<file path="src/rtl/ndpf_pkg.sv">
// shared types and constants of the near-duplicate point filter
`timescale 1ns / 1ps

package ndpf_pkg;

    localparam int CFG_IDX_W  = 8;
    localparam int CFG_DATA_W = 16;
    localparam int SEEN_W     = 16;
    localparam int MAG_W      = 16;
    localparam int SQ_W       = 2 * MAG_W;
    localparam int SUM_W      = SQ_W + 2;

    localparam logic [CFG_IDX_W-1:0]  REG_TOLERANCE  = 8'd0;
    localparam logic [CFG_IDX_W-1:0]  REG_SKIP_COUNT = 8'd1;

    localparam logic [CFG_DATA_W-1:0] TOLERANCE_RST  = 16'd64;
    localparam logic [CFG_DATA_W-1:0] SKIP_COUNT_RST = 16'd0;
    localparam logic [SQ_W-1:0]       LIMIT_SQ_RST   = 32'd4096;
    localparam logic [SEEN_W-1:0]     SEEN_MAX       = 16'hffff;

    typedef enum logic [1:0] {
        V_KEPT = 2'd0,
        V_DUP  = 2'd1,
        V_SKIP = 2'd2,
        V_FULL = 2'd3
    } t_verdict;

    typedef enum logic [1:0] {
        S_IDLE,
        S_SCAN,
        S_DRAIN,
        S_DONE
    } t_state;

    typedef struct packed {
        logic load;
        logic issue;
        logic write;
    } t_dp_cmd;

    typedef struct packed {
        logic busy;
        logic hit;
    } t_dp_status;

endpackage

</file>
<file path="src/rtl/ndpf_ctrl.sv">
// controller: list counters, table scan sequencing and result register
`timescale 1ns / 1ps

module ndpf_ctrl import ndpf_pkg::*; #(
    parameter int TABLE_DEPTH = 256,
    parameter int ADDR_W      = $clog2(TABLE_DEPTH),
    parameter int CNT_W       = $clog2(TABLE_DEPTH + 1)
) (
    input  logic                  i_clk,
    input  logic                  i_rst_n,
    input  logic                  i_skip_we,
    input  logic [CFG_DATA_W-1:0] i_cfg_data,
    input  logic                  i_pt_valid,
    input  logic                  i_pt_first,
    output logic                  o_pt_ready,
    output logic                  o_res_valid,
    output t_verdict              o_res_verdict,
    input  logic                  i_res_ready,
    output t_dp_cmd               o_cmd,
    output logic [ADDR_W-1:0]     o_rd_addr,
    output logic [ADDR_W-1:0]     o_wr_addr,
    input  t_dp_status            i_status
);

    t_state                r_state, n_state;
    logic [CNT_W-1:0]      r_kept_count, n_kept_count;
    logic [SEEN_W-1:0]     r_items_seen, n_items_seen;
    logic [ADDR_W-1:0]     r_idx, n_idx;
    t_verdict              r_verdict, n_verdict;
    logic                  r_out_valid, n_out_valid;
    t_verdict              r_out_verdict, n_out_verdict;
    logic [CFG_DATA_W-1:0] r_skip_count;

    logic [SEEN_W-1:0]     seen;
    logic [CNT_W-1:0]      count;

    always_ff @(posedge i_clk) begin
        if (!i_rst_n) begin
            r_state      <= S_IDLE;
            r_kept_count <= '0;
            r_items_seen <= '0;
            r_out_valid  <= 1'b0;
            r_skip_count <= SKIP_COUNT_RST;
        end else begin
            r_state      <= n_state;
            r_kept_count <= n_kept_count;
            r_items_seen <= n_items_seen;
            r_out_valid  <= n_out_valid;
            if (i_skip_we) begin
                r_skip_count <= i_cfg_data;
            end
        end
    end

    always_ff @(posedge i_clk) begin
        r_idx         <= n_idx;
        r_verdict     <= n_verdict;
        r_out_verdict <= n_out_verdict;
    end

    always_comb begin
        n_state       = r_state;
        n_kept_count  = r_kept_count;
        n_items_seen  = r_items_seen;
        n_idx         = r_idx;
        n_verdict     = r_verdict;
        n_out_valid   = r_out_valid & ~i_res_ready;
        n_out_verdict = r_out_verdict;
        o_cmd         = '0;
        o_pt_ready    = 1'b0;
        seen          = i_pt_first ? '0 : r_items_seen;
        count         = i_pt_first ? '0 : r_kept_count;

        unique case (r_state)
            S_IDLE: begin
                o_pt_ready = 1'b1;
                if (i_pt_valid) begin
                    o_cmd.load   = 1'b1;
                    n_kept_count = count;
                    n_items_seen = (seen == SEEN_MAX) ? seen : seen + 1'b1;
                    n_idx        = '0;
                    if (seen < r_skip_count) begin
                        n_verdict = V_SKIP;
                        n_state   = S_DONE;
                    end else if (count == '0) begin
                        n_state = S_DRAIN;
                    end else begin
                        n_state = S_SCAN;
                    end
                end
            end
            S_SCAN: begin
                o_cmd.issue = 1'b1;
                if (CNT_W'(r_idx) == r_kept_count - 1'b1) begin
                    n_state = S_DRAIN;
                end else begin
                    n_idx = r_idx + 1'b1;
                end
            end
            S_DRAIN: begin
                if (!i_status.busy) begin
                    n_state = S_DONE;
                    if (i_status.hit) begin
                        n_verdict = V_DUP;
                    end else if (r_kept_count < CNT_W'(TABLE_DEPTH)) begin
                        n_verdict    = V_KEPT;
                        o_cmd.write  = 1'b1;
                        n_kept_count = r_kept_count + 1'b1;
                    end else begin
                        n_verdict = V_FULL;
                    end
                end
            end
            S_DONE: begin
                if (!r_out_valid || i_res_ready) begin
                    n_out_valid   = 1'b1;
                    n_out_verdict = r_verdict;
                    n_state       = S_IDLE;
                end
            end
            default: begin
                n_state = S_IDLE;
            end
        endcase
    end

    assign o_rd_addr     = r_idx;
    assign o_wr_addr     = r_kept_count[ADDR_W-1:0];
    assign o_res_valid   = r_out_valid;
    assign o_res_verdict = r_out_verdict;

    a_count_bound: assert property (@(posedge i_clk) disable iff (!i_rst_n)
        r_kept_count <= CNT_W'(TABLE_DEPTH))
        else $error("kept count beyond table depth");

    a_issue_in_table: assert property (@(posedge i_clk) disable iff (!i_rst_n)
        o_cmd.issue |-> (CNT_W'(r_idx) < r_kept_count))
        else $error("read of an entry that was never stored");

    a_write_clean: assert property (@(posedge i_clk) disable iff (!i_rst_n)
        o_cmd.write |-> (!i_status.hit && !i_status.busy
                         && r_kept_count < CNT_W'(TABLE_DEPTH)))
        else $error("store of a duplicate or into a full table");

    a_count_step: assert property (@(posedge i_clk) disable iff (!i_rst_n)
        (r_state != S_IDLE && !o_cmd.write) |=> $stable(r_kept_count))
        else $error("kept count moved without a store");

endmodule

</file>
<file path="config.mk">
export PLATFORM = sky130hd
export DESIGN_NAME = ndpf_ctrl
export DESIGN_NICKNAME = d
export VERILOG_FILES = /design/src/rtl/ndpf_pkg.sv /design/src/rtl/ndpf_ctrl.sv
export SDC_FILE = /design/constraint.sdc
export NUM_CORES = 1
export LEC_CHECK = 0
export ABC_AREA = 1
export BUFFER_PORTS_ARGS = -buffer_cell sky130_fd_sc_hd__buf_2
export CAP_MARGIN = 5
export CORE_UTILIZATION = 46
export DETAILED_ROUTE_END_ITERATION = 12
export GPL_TIMING_DRIVEN = 0
export HOLD_SLACK_MARGIN = 0.08
export PLACE_DENSITY_LB_ADDON = 0.3
export SLEW_MARGIN = 20
export SYNTH_ARGS = -nofsm -noshare
export SYNTH_HDL_FRONTEND = slang
export SYNTH_SLANG_ARGS = --single-unit
</file>
<file path="constraint.sdc">
create_clock -name i_clk -period 3.18 [get_ports i_clk]
set_clock_uncertainty 0.1 [all_clocks]
set_input_delay 0.636 -clock i_clk [delete_from_list [all_inputs] [get_ports i_clk]]
set_output_delay 0.636 -clock i_clk [all_outputs]
set_load 0.02 [all_outputs]
</file>
==> results of run 1 <==
how the worst max path moves through the flow:
| stage | start | to | slack, ns | cells after the start |
|---|---|---|---|---|
| 6_report | r_kept_count[0] | o_rd_addr[0] | 0.48 | 13 |
| 5_1_grt | r_kept_count[0] | o_rd_addr[6] | 0.23 | 13 |
| 4_1_cts | r_kept_count[0] | o_rd_addr[0] | 0.43 | 13 |
| 3_5_place_dp | r_kept_count[0] | o_rd_addr[1] | 0.44 | 13 |
| 3_3_place_gp | r_kept_count[0] | o_rd_addr[1] | 0.50 | 13 |
| 2_1_floorplan | r_kept_count[0] | o_rd_addr[0] | 0.94 | 10 |
routing by layer:
metal,up-vias,share of wire (%),routed length (um)
li1,1773,-,-
met1,1528,44,3660
met2,104,49,4130
met3,14,5.5,463
met4,0,1.4,114
met5,-,0,0
power by group through the flow:
stage,Sequential [W],Clock (W),Combinational [W]
3_3_place_gp,0.00100,0,0.00101
3_5_place_dp,0.00100,0,0.00103
6_report,0.000985,0.000531,0.00104
4_1_cts,0.000986,0.000547,0.00104
5_1_grt,0.00100,0.000574,0.00116
2_1_floorplan,0.00105,0,0.000691
synth_stat cells (2+ instances only):
cell type,count
a211oi_1,2
a21oi_1,53
a31oi_1,2
buf_2,3
buf_4,8
clkbuf_1,9
dfxtp_1,44
edfxtp_1,12
ha_1,23
inv_1,77
inv_2,4
nand2_1,99
nand3_1,22
nand3_2,2
nand3b_1,2
nand4_1,4
nor2_1,52
nor2_2,6
nor2_4,7
nor3_1,9
nor4_1,3
o21ai_0,37
o21ai_1,5
or2_0,2
xnor2_1,7
xor2_1,9
logic make-up (layout without fill, tap and decap cells):
family | after synthesis | count (layout)
AO/OA/AOI/OAI | 102 | 102
buffers and inverters | 103 | 157
XOR/XNOR | 16 | 16
adder cells (fa/ha/maj) | 23 | 23
AND/OR/NAND/NOR | 217 | 217
flip-flops | 56 | 56
metrics by stage:
stage                     hold WS (ns)  area (um^2)  cells  setup slack [ns]
final                            0.333         4140    673             0.481
after global routing             0.340         4140    673             0.234
after CTS                        0.333         4140    673             0.427
after detailed placement         0.306         4010    665             0.443
after global placement           0.304         4010    665             0.496
after floorplan                  0.300         3650    517             0.945
registers in the layout, indices dropped and copies added (netlist names):
name / cells
r_state: 2
o_res_verdict: 2
r_kept_count: 9
r_items_seen: 16
r_verdict: 2
o_rd_addr: 8
r_skip_count: 16
o_res_valid: 1
critical path, stage by stage (launching register included):
cell	delay, ns
dfxtp_1	0.49
inv_1	0.13
ha_1	0.25
nand2_1	0.15
inv_1	0.10
nand2_1	0.06
nand2_1	0.06
nand2_1	0.06
nand2_1	0.04
nand2_1	0.06
nor2_1	0.04
nand2_1	0.05
nand2_1	0.09
a21oi_1	0.66
area by class of cell:
class | count | share of cell area (%)
inverters | 81 | 7.34
well taps | 102 | 3.08
repair buffers | 46 | 5.56
clock inverters | 2 | 0.936
plain buffers | 22 | 3.02
multi-input cells | 358 | 47.8
flip-flops and latches | 56 | 30.0
clock buffers | 6 | 2.27
cell usage in the layout, fill, tap and decap left out, types with 3 or more instances in the layout:
master / Yosys / layout
clkbuf_8: 0 / 5
nor2_4: 7 / 7
dfxtp_1: 44 / 44
xnor2_1: 7 / 7
inv_1: 77 / 77
nand2_1: 99 / 99
o21ai_1: 5 / 5
nand4_1: 4 / 4
o21ai_0: 37 / 37
clkbuf_1: 9 / 9
ha_1: 23 / 23
nor2_2: 6 / 6
xor2_1: 9 / 9
buf_2: 3 / 49
buf_4: 8 / 8
nand3_1: 22 / 22
nor2_1: 52 / 52
nor4_1: 3 / 3
edfxtp_1: 12 / 12
inv_2: 4 / 4
a21oi_1: 53 / 53
nor3_1: 9 / 9
==> flow_summary_export.csv, run 1 <==
group,metric,value,unit
run_status,outcome,"finished clean",
route,routed-via-count,3419,
min_path,hp-start,"r_verdict[0]",
power_and_ir_drop,p_comb_share,40.7,%
clock_network,clk_path_buf_depth,2,
global_route,grt_pass1_vias,3199,
logic_synthesis,synthXorXnorAreaFrac,3.84,%
logic_synthesis,yosysTopAreaCellShare,24.1,%
power_and_ir_drop,fin_total_pwr,0.00256,W
sta,min_period_over_period,84.9,%
global_route,grtUsageMet2,37.8,%
place,dp_hpwl,6.46,mm
logic_synthesis,synthAdderAreaFrac,7.88,%
sta,setup_tns,0,ns
floorplanning,rows,32,
logic_synthesis,synthesis.nets,564,
cells_and_area,multi_input_area,1980,um^2
route,drt_iter0_markers,168,
power_and_ir_drop,p_sw_share,41.3,%
min_path,hold_path.class,"reg2reg",
global_route,grt_max_degree,19,
logic_synthesis,synth_top_family_by_area,"simple AND/OR/NAND/NOR gates",
floorplanning,start_util,47.5,%
power_and_ir_drop,switchingPower,0.00106,W
route,dr.pass1.iters,8,
global_route,antenna_found_initial,0,
floorplanning,ios,47,
cells_and_area,fillers,790,
clock_network,cts_sinks,56,
sta,rsz0062_at_grt,"false",
global_route,grt_usage,21.1,%
setup_path,reg2reg_from,"r_kept_count[0]",
global_route,grt_first_pass_wirelength,14.1,mm
place,port_buffers,46,
logic_synthesis,synth-edff-count,12,
logic_synthesis,synth-simple-area-share,28.1,%
sta,min_period,2.70,ns
global_route,use_met1,25.4,%
logic_synthesis,synth-seq-cells,56,
route,drtAntennaViolNets,0,
logic_synthesis,synth_flop_cell,"dfxtp_1",
clock_network,cts_root_buffer,"clkbuf_8",
logic_synthesis,async_reset_ff_share,0,%
route,routed_via_density,5.08,
logic_synthesis,synth_mux_area_share,0,%
clock_network,htreeDepth,2,
route,drc,0,
setup_path,r2r_setup_slack,0.48,ns
setup_path,worstReg2RegEnd,"o_rd_addr[0]",
setup_path,cp_data_required_time,3.04,ns
setup_path,cp-end-kind,"flip-flop",
logic_synthesis,syn-cell-area,3650,um^2
setup_path,path_max_fanout,8,
clock_network,tritoncts,"yes",
logic_synthesis,synth-compound-area-share,14.4,%
power_and_ir_drop,power_density,617,nW/um^2
floorplanning,fp.dieW,91.1,um
sta,final_hold_viol_count,0,
place,gp_congestion,0.879,
power_and_ir_drop,p_int,0.00150,W
route,drt_wl_total,8.37,mm
sta,tightest_slew,0.811,ns
clock_network,hold_buffers,0,
setup_path,arrival,2.56,ns
sta,relSlewSlack,45.9,%
logic_synthesis,synth_warnings,0,
logic_synthesis,syn_area_per_cell,7.06,um^2
clock_network,numCtsBuffers,5,
floorplanning,core-area,7690,um^2
logic_synthesis,synth_cell_types,40,
setup_path,crit_type,"reg2reg",
cells_and_area,post-route-util,53.9,%
power_and_ir_drop,p_clk_share,20.8,%
sta,finalSetupViolations,0,
power_and_ir_drop,p_leak,1.89,nW
route,wl_per_cell,12.4,um
clock_network,cts_resized,0,
cells_and_area,synthToLayoutAreaGrowth,13.4,%
power_and_ir_drop,seq_power_share,38.6,%
cells_and_area,num_antenna_cells,0,
logic_synthesis,synth.area.top_cells,"dfxtp_1 (24%), nand2_1 (10%), edfxtp_1 (9.9%)",
global_route,grt_overflow_total,0,
floorplanning,dieArea,8300,um^2
cells_and_area,layout.nets,617,
logic_synthesis,yosysSeqAreaShare,34.0,%
cells_and_area,regArea,1240,um^2
cells_and_area,drive_above_1_share,16.5,%
logic_synthesis,synth_cells,517,
clock_network,path_clk_slew,0.11,ns
setup_path,r2r.worst_path.cells,13,
clock_network,post-cts-setup-buffers,0,
power_and_ir_drop,vdd_drop_max,0.274,mV
global_route,grt_util_met3,3.43,%
sta,fmax,371,MHz
setup_path,startpoint_type,"flip-flop",
min_path,hold_end,"o_res_verdict[0]",
flow_run,maxCapViolations,0,
logic_synthesis,synth_largest_area_cell,"dfxtp_1",
min_path,whs_path_depth,0,
floorplanning,die_h,91.1,um
clock_network,clk_latency,0.31,ns
sta,drv_slew,0,
global_route,grt_busiest_layer,"met2",
No activity file was read; power rests on OpenSTA's default activity.
==> run 2: changes to the inputs <==
clock period = 2.7 ns   (was 3.18 ns; I/O delays follow)
==> run 2 against run 1 <==
Register-to-register slack got worse by 0.15 ns. Combinational power increased by 21%. Routed wire length increased by 0.56%. Worst setup slack got worse by 0.31 ns. Final cell count unchanged. Critical path type is now reg2out.
==> flow_summary_export.csv, run 2 (synthesis results as in run 1) <==
group,metric,value,unit
setup_path,r2r.worst_path.cells,13,
global_route,grt_max_degree,19,
clock_network,cts_root_buffer,"clkbuf_8",
cells_and_area,post-route-util,54.0,%
route,routed-via-count,3449,
setup_path,r2r_setup_slack,0.33,ns
cells_and_area,layout.nets,617,
floorplanning,start_util,47.5,%
sta,rsz0062_at_grt,"false",
global_route,grt_usage,21.1,%
route,wl_per_cell,12.5,um
setup_path,arrival,1.89,ns
cells_and_area,drive_above_1_share,16.6,%
clock_network,tritoncts,"yes",
place,dp_hpwl,6.46,mm
cells_and_area,layout_commonest_cell,"nand2_1",
setup_path,cp_data_required_time,2.06,ns
sta,fmax,395,MHz
clock_network,numCtsBuffers,5,
setup_path,path_cells,"inv_1 > ha_1 > buf_2 > nand2_1 > inv_1 > buf_2 > buf_2",
setup_path,slowest_delay,0.34,ns
power_and_ir_drop,vdd_drop_max,0.323,mV
floorplanning,dieArea,8300,um^2
setup_path,path_max_fanout,10,
route,dr.pass1.iters,5,
sta,relSlewSlack,65.1,%
setup_path,path_common_cell,"buf_2",
sta,min_period_over_period,93.8,%
power_and_ir_drop,power_density,733,nW/um^2
sta,drv_slew,0,
sta,final_hold_viol_count,0,
clock_network,cts_sinks,56,
sta,tightest_slew,0.523,ns
power_and_ir_drop,p_leak,1.90,nW
setup_path,startpoint_type,"flip-flop",
clock_network,clk_latency,0.32,ns
clock_network,path_clk_slew,0.11,ns
global_route,grt_first_pass_wirelength,14.1,mm
cells_and_area,num_antenna_cells,0,
place,dpl_cell_area,4010,um^2
cells_and_area,synthToLayoutAreaGrowth,13.7,%
cells_and_area,design_area,4150,um^2
setup_path,cp-end-kind,"output port",
global_route,grt_overflow_total,0,
place,gp_congestion,0.879,
setup_path,reg2reg_from,"r_kept_count[0]",
route,drtAntennaViolNets,0,
setup_path,worstReg2RegEnd,"o_rd_addr[5]",
floorplanning,ios,47,
sta,finalSetupViolations,0,
cells_and_area,top_regs,"r_items_seen: 16 flops, r_skip_count: 16 flops, r_kept_count: 9 flops",
run_status,outcome,"finished clean",
global_route,grt_pass1_vias,3198,
floorplanning,core-area,7690,um^2
clock_network,clk_path_buf_depth,2,
route,routed_via_density,5.12,
place,port_buffers,46,
setup_path,crit_type,"reg2out",
power_and_ir_drop,fin_total_pwr,0.00305,W
floorplanning,fp.dieW,91.1,um
sta,min_period,2.53,ns
route,drt_iter0_markers,178,
route,drc,0,
clock_network,htreeDepth,2,
route,drt_wl_total,8.41,mm
floorplanning,die_h,91.1,um
global_route,antenna_found_initial,0,
floorplanning,rows,32,
setup_path,critPathSlowestCell,"dfxtp_1",
min_path,hold_path.class,"reg2reg",
sta,setup_tns,0,ns
cells_and_area,final_cell_mix,"nand2_1 (99), inv_1 (77), nor2_1 (52), a21oi_1 (52), buf_2 (49)",
setup_path,crit_start,"r_state[0]",
setup_path,cp-endpoint,"o_cmd[2]",
flow_run,maxCapViolations,0,
-- run 2: cell counts in the layout (fill, tap and decap cells not counted) --
No cell type changed its count.
-- run 2: how the worst min path moves through the flow --
stage                              from                to  slack, ns  cells past startpoint
after floorplan            r_verdict[0]  o_res_verdict[0]       0.30                      0
after global placement     r_verdict[0]  o_res_verdict[0]       0.30                      0
after detailed placement   r_verdict[0]  o_res_verdict[0]       0.31                      0
after CTS                 i_cfg_data[0]   r_skip_count[0]       0.33                      3
after global routing       r_verdict[0]  o_res_verdict[0]       0.34                      0
final                      r_verdict[0]  o_res_verdict[0]       0.33                      0
-- run 2: final cells by class --
cell class | instances | area, um^2
Fill cell | 787 | 3530
Multi-Input combinational cell | 358 | 1990
Sequential cell | 56 | 1240
Inverter | 81 | 304
Timing Repair Buffer | 46 | 230
Tap cell | 102 | 128
Buffer | 22 | 125
Clock buffer | 6 | 93.8
Clock inverter | 2 | 38.8
-- run 2: stage by stage --
stage | std cells | setup slack, ns | hold WS, ns
floorplan | 517 | 0.465 | 0.300
global placement | 665 | 0.0157 | 0.304
detailed placement | 665 | -0.0374 | 0.306
CTS | 673 | 0.173 | 0.330
global route | 673 | 0.0425 | 0.340
finish | 673 | 0.168 | 0.333
-- run 2: repair_timing --
action	in CTS	in global routing
buffers inserted	0	0
setup endpoints to repair	8	8
hold buffers	0	0
hold endpoints to repair	0	0
resized for setup	1	1
-- run 2: critical path: cells and delay by family, from the launching register on --
kind / cells / cell delay (ns)
AND/OR/NAND/NOR: 1 / 0.16
flip-flops: 1 / 0.34
adder cells (fa/ha/maj): 1 / 0.17
buffers and inverters: 5 / 0.90
-- run 2: report_power, final --
| group | switching (W) | leakage (nW) | internal [W] |
|---|---|---|---|
| Clock | 0.000292 | 0.0669 | 0.000337 |
| Sequential | 0.000115 | 0.477 | 0.00104 |
| Combinational | 0.000862 | 1.35 | 0.000395 |
| Total | 0.00127 | 1.90 | 0.00178 |
-- run 2: routing by layer --
| metal | up-vias | wire length, um | global-route usage [%] |
|---|---|---|---|
| met2 | 104 | 4170 | 37.8 |
| met3 | 20 | 372 | 3.43 |
| met5 | - | 0 | 0 |
| li1 | 1774 | - | - |
| met4 | 0 | 125 | 7.67 |
| met1 | 1551 | 3750 | 25.5 |
==> run 3: changes to the inputs <==
ABC_AREA = unset   (was 1)
==> run 3 against run 2 <==
Clock power down 12%. Total power down 12%. Hold slack worse by 0.0027 ns. Routed wire length decreased by 13%. Die area down 3.4%. Clock-buffer cell count did not move. Fmax is 2.0% lower. Synthesized cell count shrank 24%. Non-clock buffer count rose by 3. Via count down 19%. Final cell count down 19%. Worst setup slack lost 0.051 ns. Largest power group is now registers.
==> flow_summary_export.csv, run 3 <==
group,metric,value,unit
place,dp_hpwl,5.53,mm
cells_and_area,layout.nets,494,
floorplanning,ios,47,
floorplanning,dieArea,8020,um^2
logic_synthesis,yosys-top-cells-count,"dfxtp_1 (44), nand2_1 (41), nor2b_1 (38)",
power_and_ir_drop,vdd_drop_max,0.325,mV
clock_network,clk_path_buf_depth,2,
sta,rsz0062_at_grt,"true",
clock_network,clk_latency,0.31,ns
logic_synthesis,async_reset_ff_share,0,%
global_route,grt_overflow_total,0,
global_route,grt_first_pass_wirelength,12.2,mm
floorplanning,core-area,7330,um^2
logic_synthesis,synth.area.top_cells,"dfxtp_1 (25%), edfxtp_1 (10%), ha_1 (8.2%)",
power_and_ir_drop,p_leak,1.69,nW
setup_path,startpoint_type,"input port",
logic_synthesis,synthMostInstantiatedCell,"dfxtp_1",
setup_path,path_max_fanout,10,
route,drt_wl_total,7.31,mm
logic_synthesis,synth_warnings,0,
route,routed_via_density,5.11,
logic_synthesis,syn_area_per_cell,8.93,um^2
floorplanning,fp.dieW,89.6,um
clock_network,cts_sinks,56,
setup_path,path_common_cell,"buf_4",
sta,final_hold_viol_count,0,
cells_and_area,drive_above_1_share,19.4,%
route,drc,0,
setup_path,cp-end-kind,"flip-flop",
power_and_ir_drop,power_density,657,nW/um^2
setup_path,path_cells,"buf_2 > buf_4 > clkbuf_8 > nor2b_2 > ha_1 > and4_1 > nand2_1 > a2111oi_2 > nor3_2 > buf_4 > o221ai_1 > mux2i_1",
power_and_ir_drop,fin_total_pwr,0.00267,W
clock_network,path_clk_slew,0.10,ns
logic_synthesis,yosysTopAreaCellShare,25.0,%
sta,holdWs,0.331,ns
cells_and_area,final_cell_mix,"buf_2 (45), dfxtp_1 (44), nand2_1 (41)",
sta,drv_slew,0,
min_path,hold_path.class,"reg2reg",
route,wl_per_cell,13.4,um
clock_network,tritoncts,"yes",
global_route,grt_pass1_vias,2657,
logic_synthesis,synth_cell_types,52,
logic_synthesis,synthesis.nets,442,
clock_network,htreeDepth,2,
route,routed-via-count,2793,
setup_path,cp.buffers_inverters,4,
logic_synthesis,synth_largest_area_cell,"dfxtp_1",
sta,min_period_over_period,95.6,%
cells_and_area,top_regs,"r_items_seen: 16 flops, r_skip_count: 16 flops, r_kept_count: 9 flops",
place,port_buffers,44,
sta,relSlewSlack,53.9,%
global_route,antenna_found_initial,0,
run_status,outcome,"finished clean",
clock_network,hold_buffers,0,
cells_and_area,num_antenna_cells,0,
setup_path,critPathSlowestCell,"a2111oi_2",
sta,min_period,2.58,ns
global_route,grt_usage,19.4,%
flow_run,maxCapViolations,0,
setup_path,crit_type,"in2reg",
cells_and_area,design_area,4060,um^2
cells_and_area,layout_commonest_cell,"buf_2",
global_route,grt_busiest_layer,"met2",
route,drtAntennaViolNets,0,
logic_synthesis,synth-edff-count,12,
floorplanning,start_util,48.1,%
route,drt_iter0_markers,185,
global_route,grt_util_met3,3.32,%
route,dr.pass1.iters,4,
logic_synthesis,synth_cells,395,
global_route,grt_max_degree,17,
logic_synthesis,synth-seq-cells,56,
setup_path,cpLargestDelayFamily,"buffers and inverters",
clock_network,numCtsBuffers,5,
logic_synthesis,syn-cell-area,3530,um^2
floorplanning,rows,31,
place,dpl_cell_area,3880,um^2
sta,finalSetupViolations,0,
logic_synthesis,yosysSeqAreaShare,35.2,%
global_route,grtUsageMet2,30.8,%
floorplanning,die_h,89.6,um
logic_synthesis,synth_flop_cell,"dfxtp_1",
sta,fmax,387,MHz
setup_path,slowest_delay,0.39,ns
cells_and_area,finalNonFillerCells,547,
setup_path,arrival,2.68,ns
setup_path,cp_data_required_time,2.80,ns
sta,tightest_slew,0.692,ns
global_route,use_met1,27.2,%
place,dp_cells,538,
sta,setup_tns,0,ns
cells_and_area,synthToLayoutAreaGrowth,15.2,%
place,gp_congestion,0.872,
clock_network,cts_root_buffer,"clkbuf_8",
[run 3: per-stage QoR]
step | util, % | setup slack (ns)
5_1_grt | 55.4 | -0.00429
6_report | 55.4 | 0.118
4_1_cts | 55.0 | 0.00424
3_5_place_dp | 52.9 | -0.618
3_3_place_gp | 52.9 | -0.480
2_1_floorplan | - | 0.101
[run 3: what timing repair did]
| item | 4_1_cts | 5_1_grt |
|---|---|---|
| pin swaps | 3 | 3 |
| buffers inserted | 1 | 0 |
| endpoints found under the setup margin | 24 | 27 |
| gates resized for setup | 9 | 12 |
[run 3: layout make-up]
cell class | count | area (um^2)
fillers | 696 | 3270
multi-input cells | 287 | 2060
flip-flops and latches | 56 | 1240
repair buffers | 45 | 228
plain buffers | 26 | 199
well taps | 99 | 124
inverters | 26 | 97.6
clock buffers | 6 | 72.6
clock inverters | 2 | 35.0
[run 3: final timing paths]
kind,start,slack [ns],depth (start not counted),endpoint
worst max-delay path,i_pt_first,0.12,12,r_state[0]
worst min-delay path,r_verdict[1],0.33,0,o_res_verdict[1]
worst min register to register,r_verdict[1],0.33,0,o_res_verdict[1]
worst max register to register,r_kept_count[0],0.12,8,r_state[0]
[run 3: per-layer routing]
| layer | wire length [um] | up-vias |
|---|---|---|
| met5 | 0 | - |
| met2 | 3390 | 51 |
| li1 | - | 1450 |
| met4 | 112 | 0 |
| met1 | 3560 | 1280 |
| met3 | 242 | 12 |
[run 3: cells by family (layout without fill, tap and decap cells)]
family	after synthesis	after routing	synth area share, %
buffers and inverters	52	105	7.91
xor gates and xnor gates	29	29	7.20
AOI/OAI and AO/OA	45	45	9.08
DFF	56	56	35.2
and+or+nand+nor	169	169	26.5
muxes	21	21	5.96
adders and majority gates	23	23	8.16
[run 3: where the power goes]
| group | total [W] | leakage [nW] | switching, W | internal, W |
|---|---|---|---|---|
| registers | 0.00114 | 0.477 | 0.000116 | 0.00102 |
| logic | 0.000977 | 1.16 | 0.000587 | 0.000391 |
| clock network | 0.000556 | 0.0552 | 0.000280 | 0.000276 |
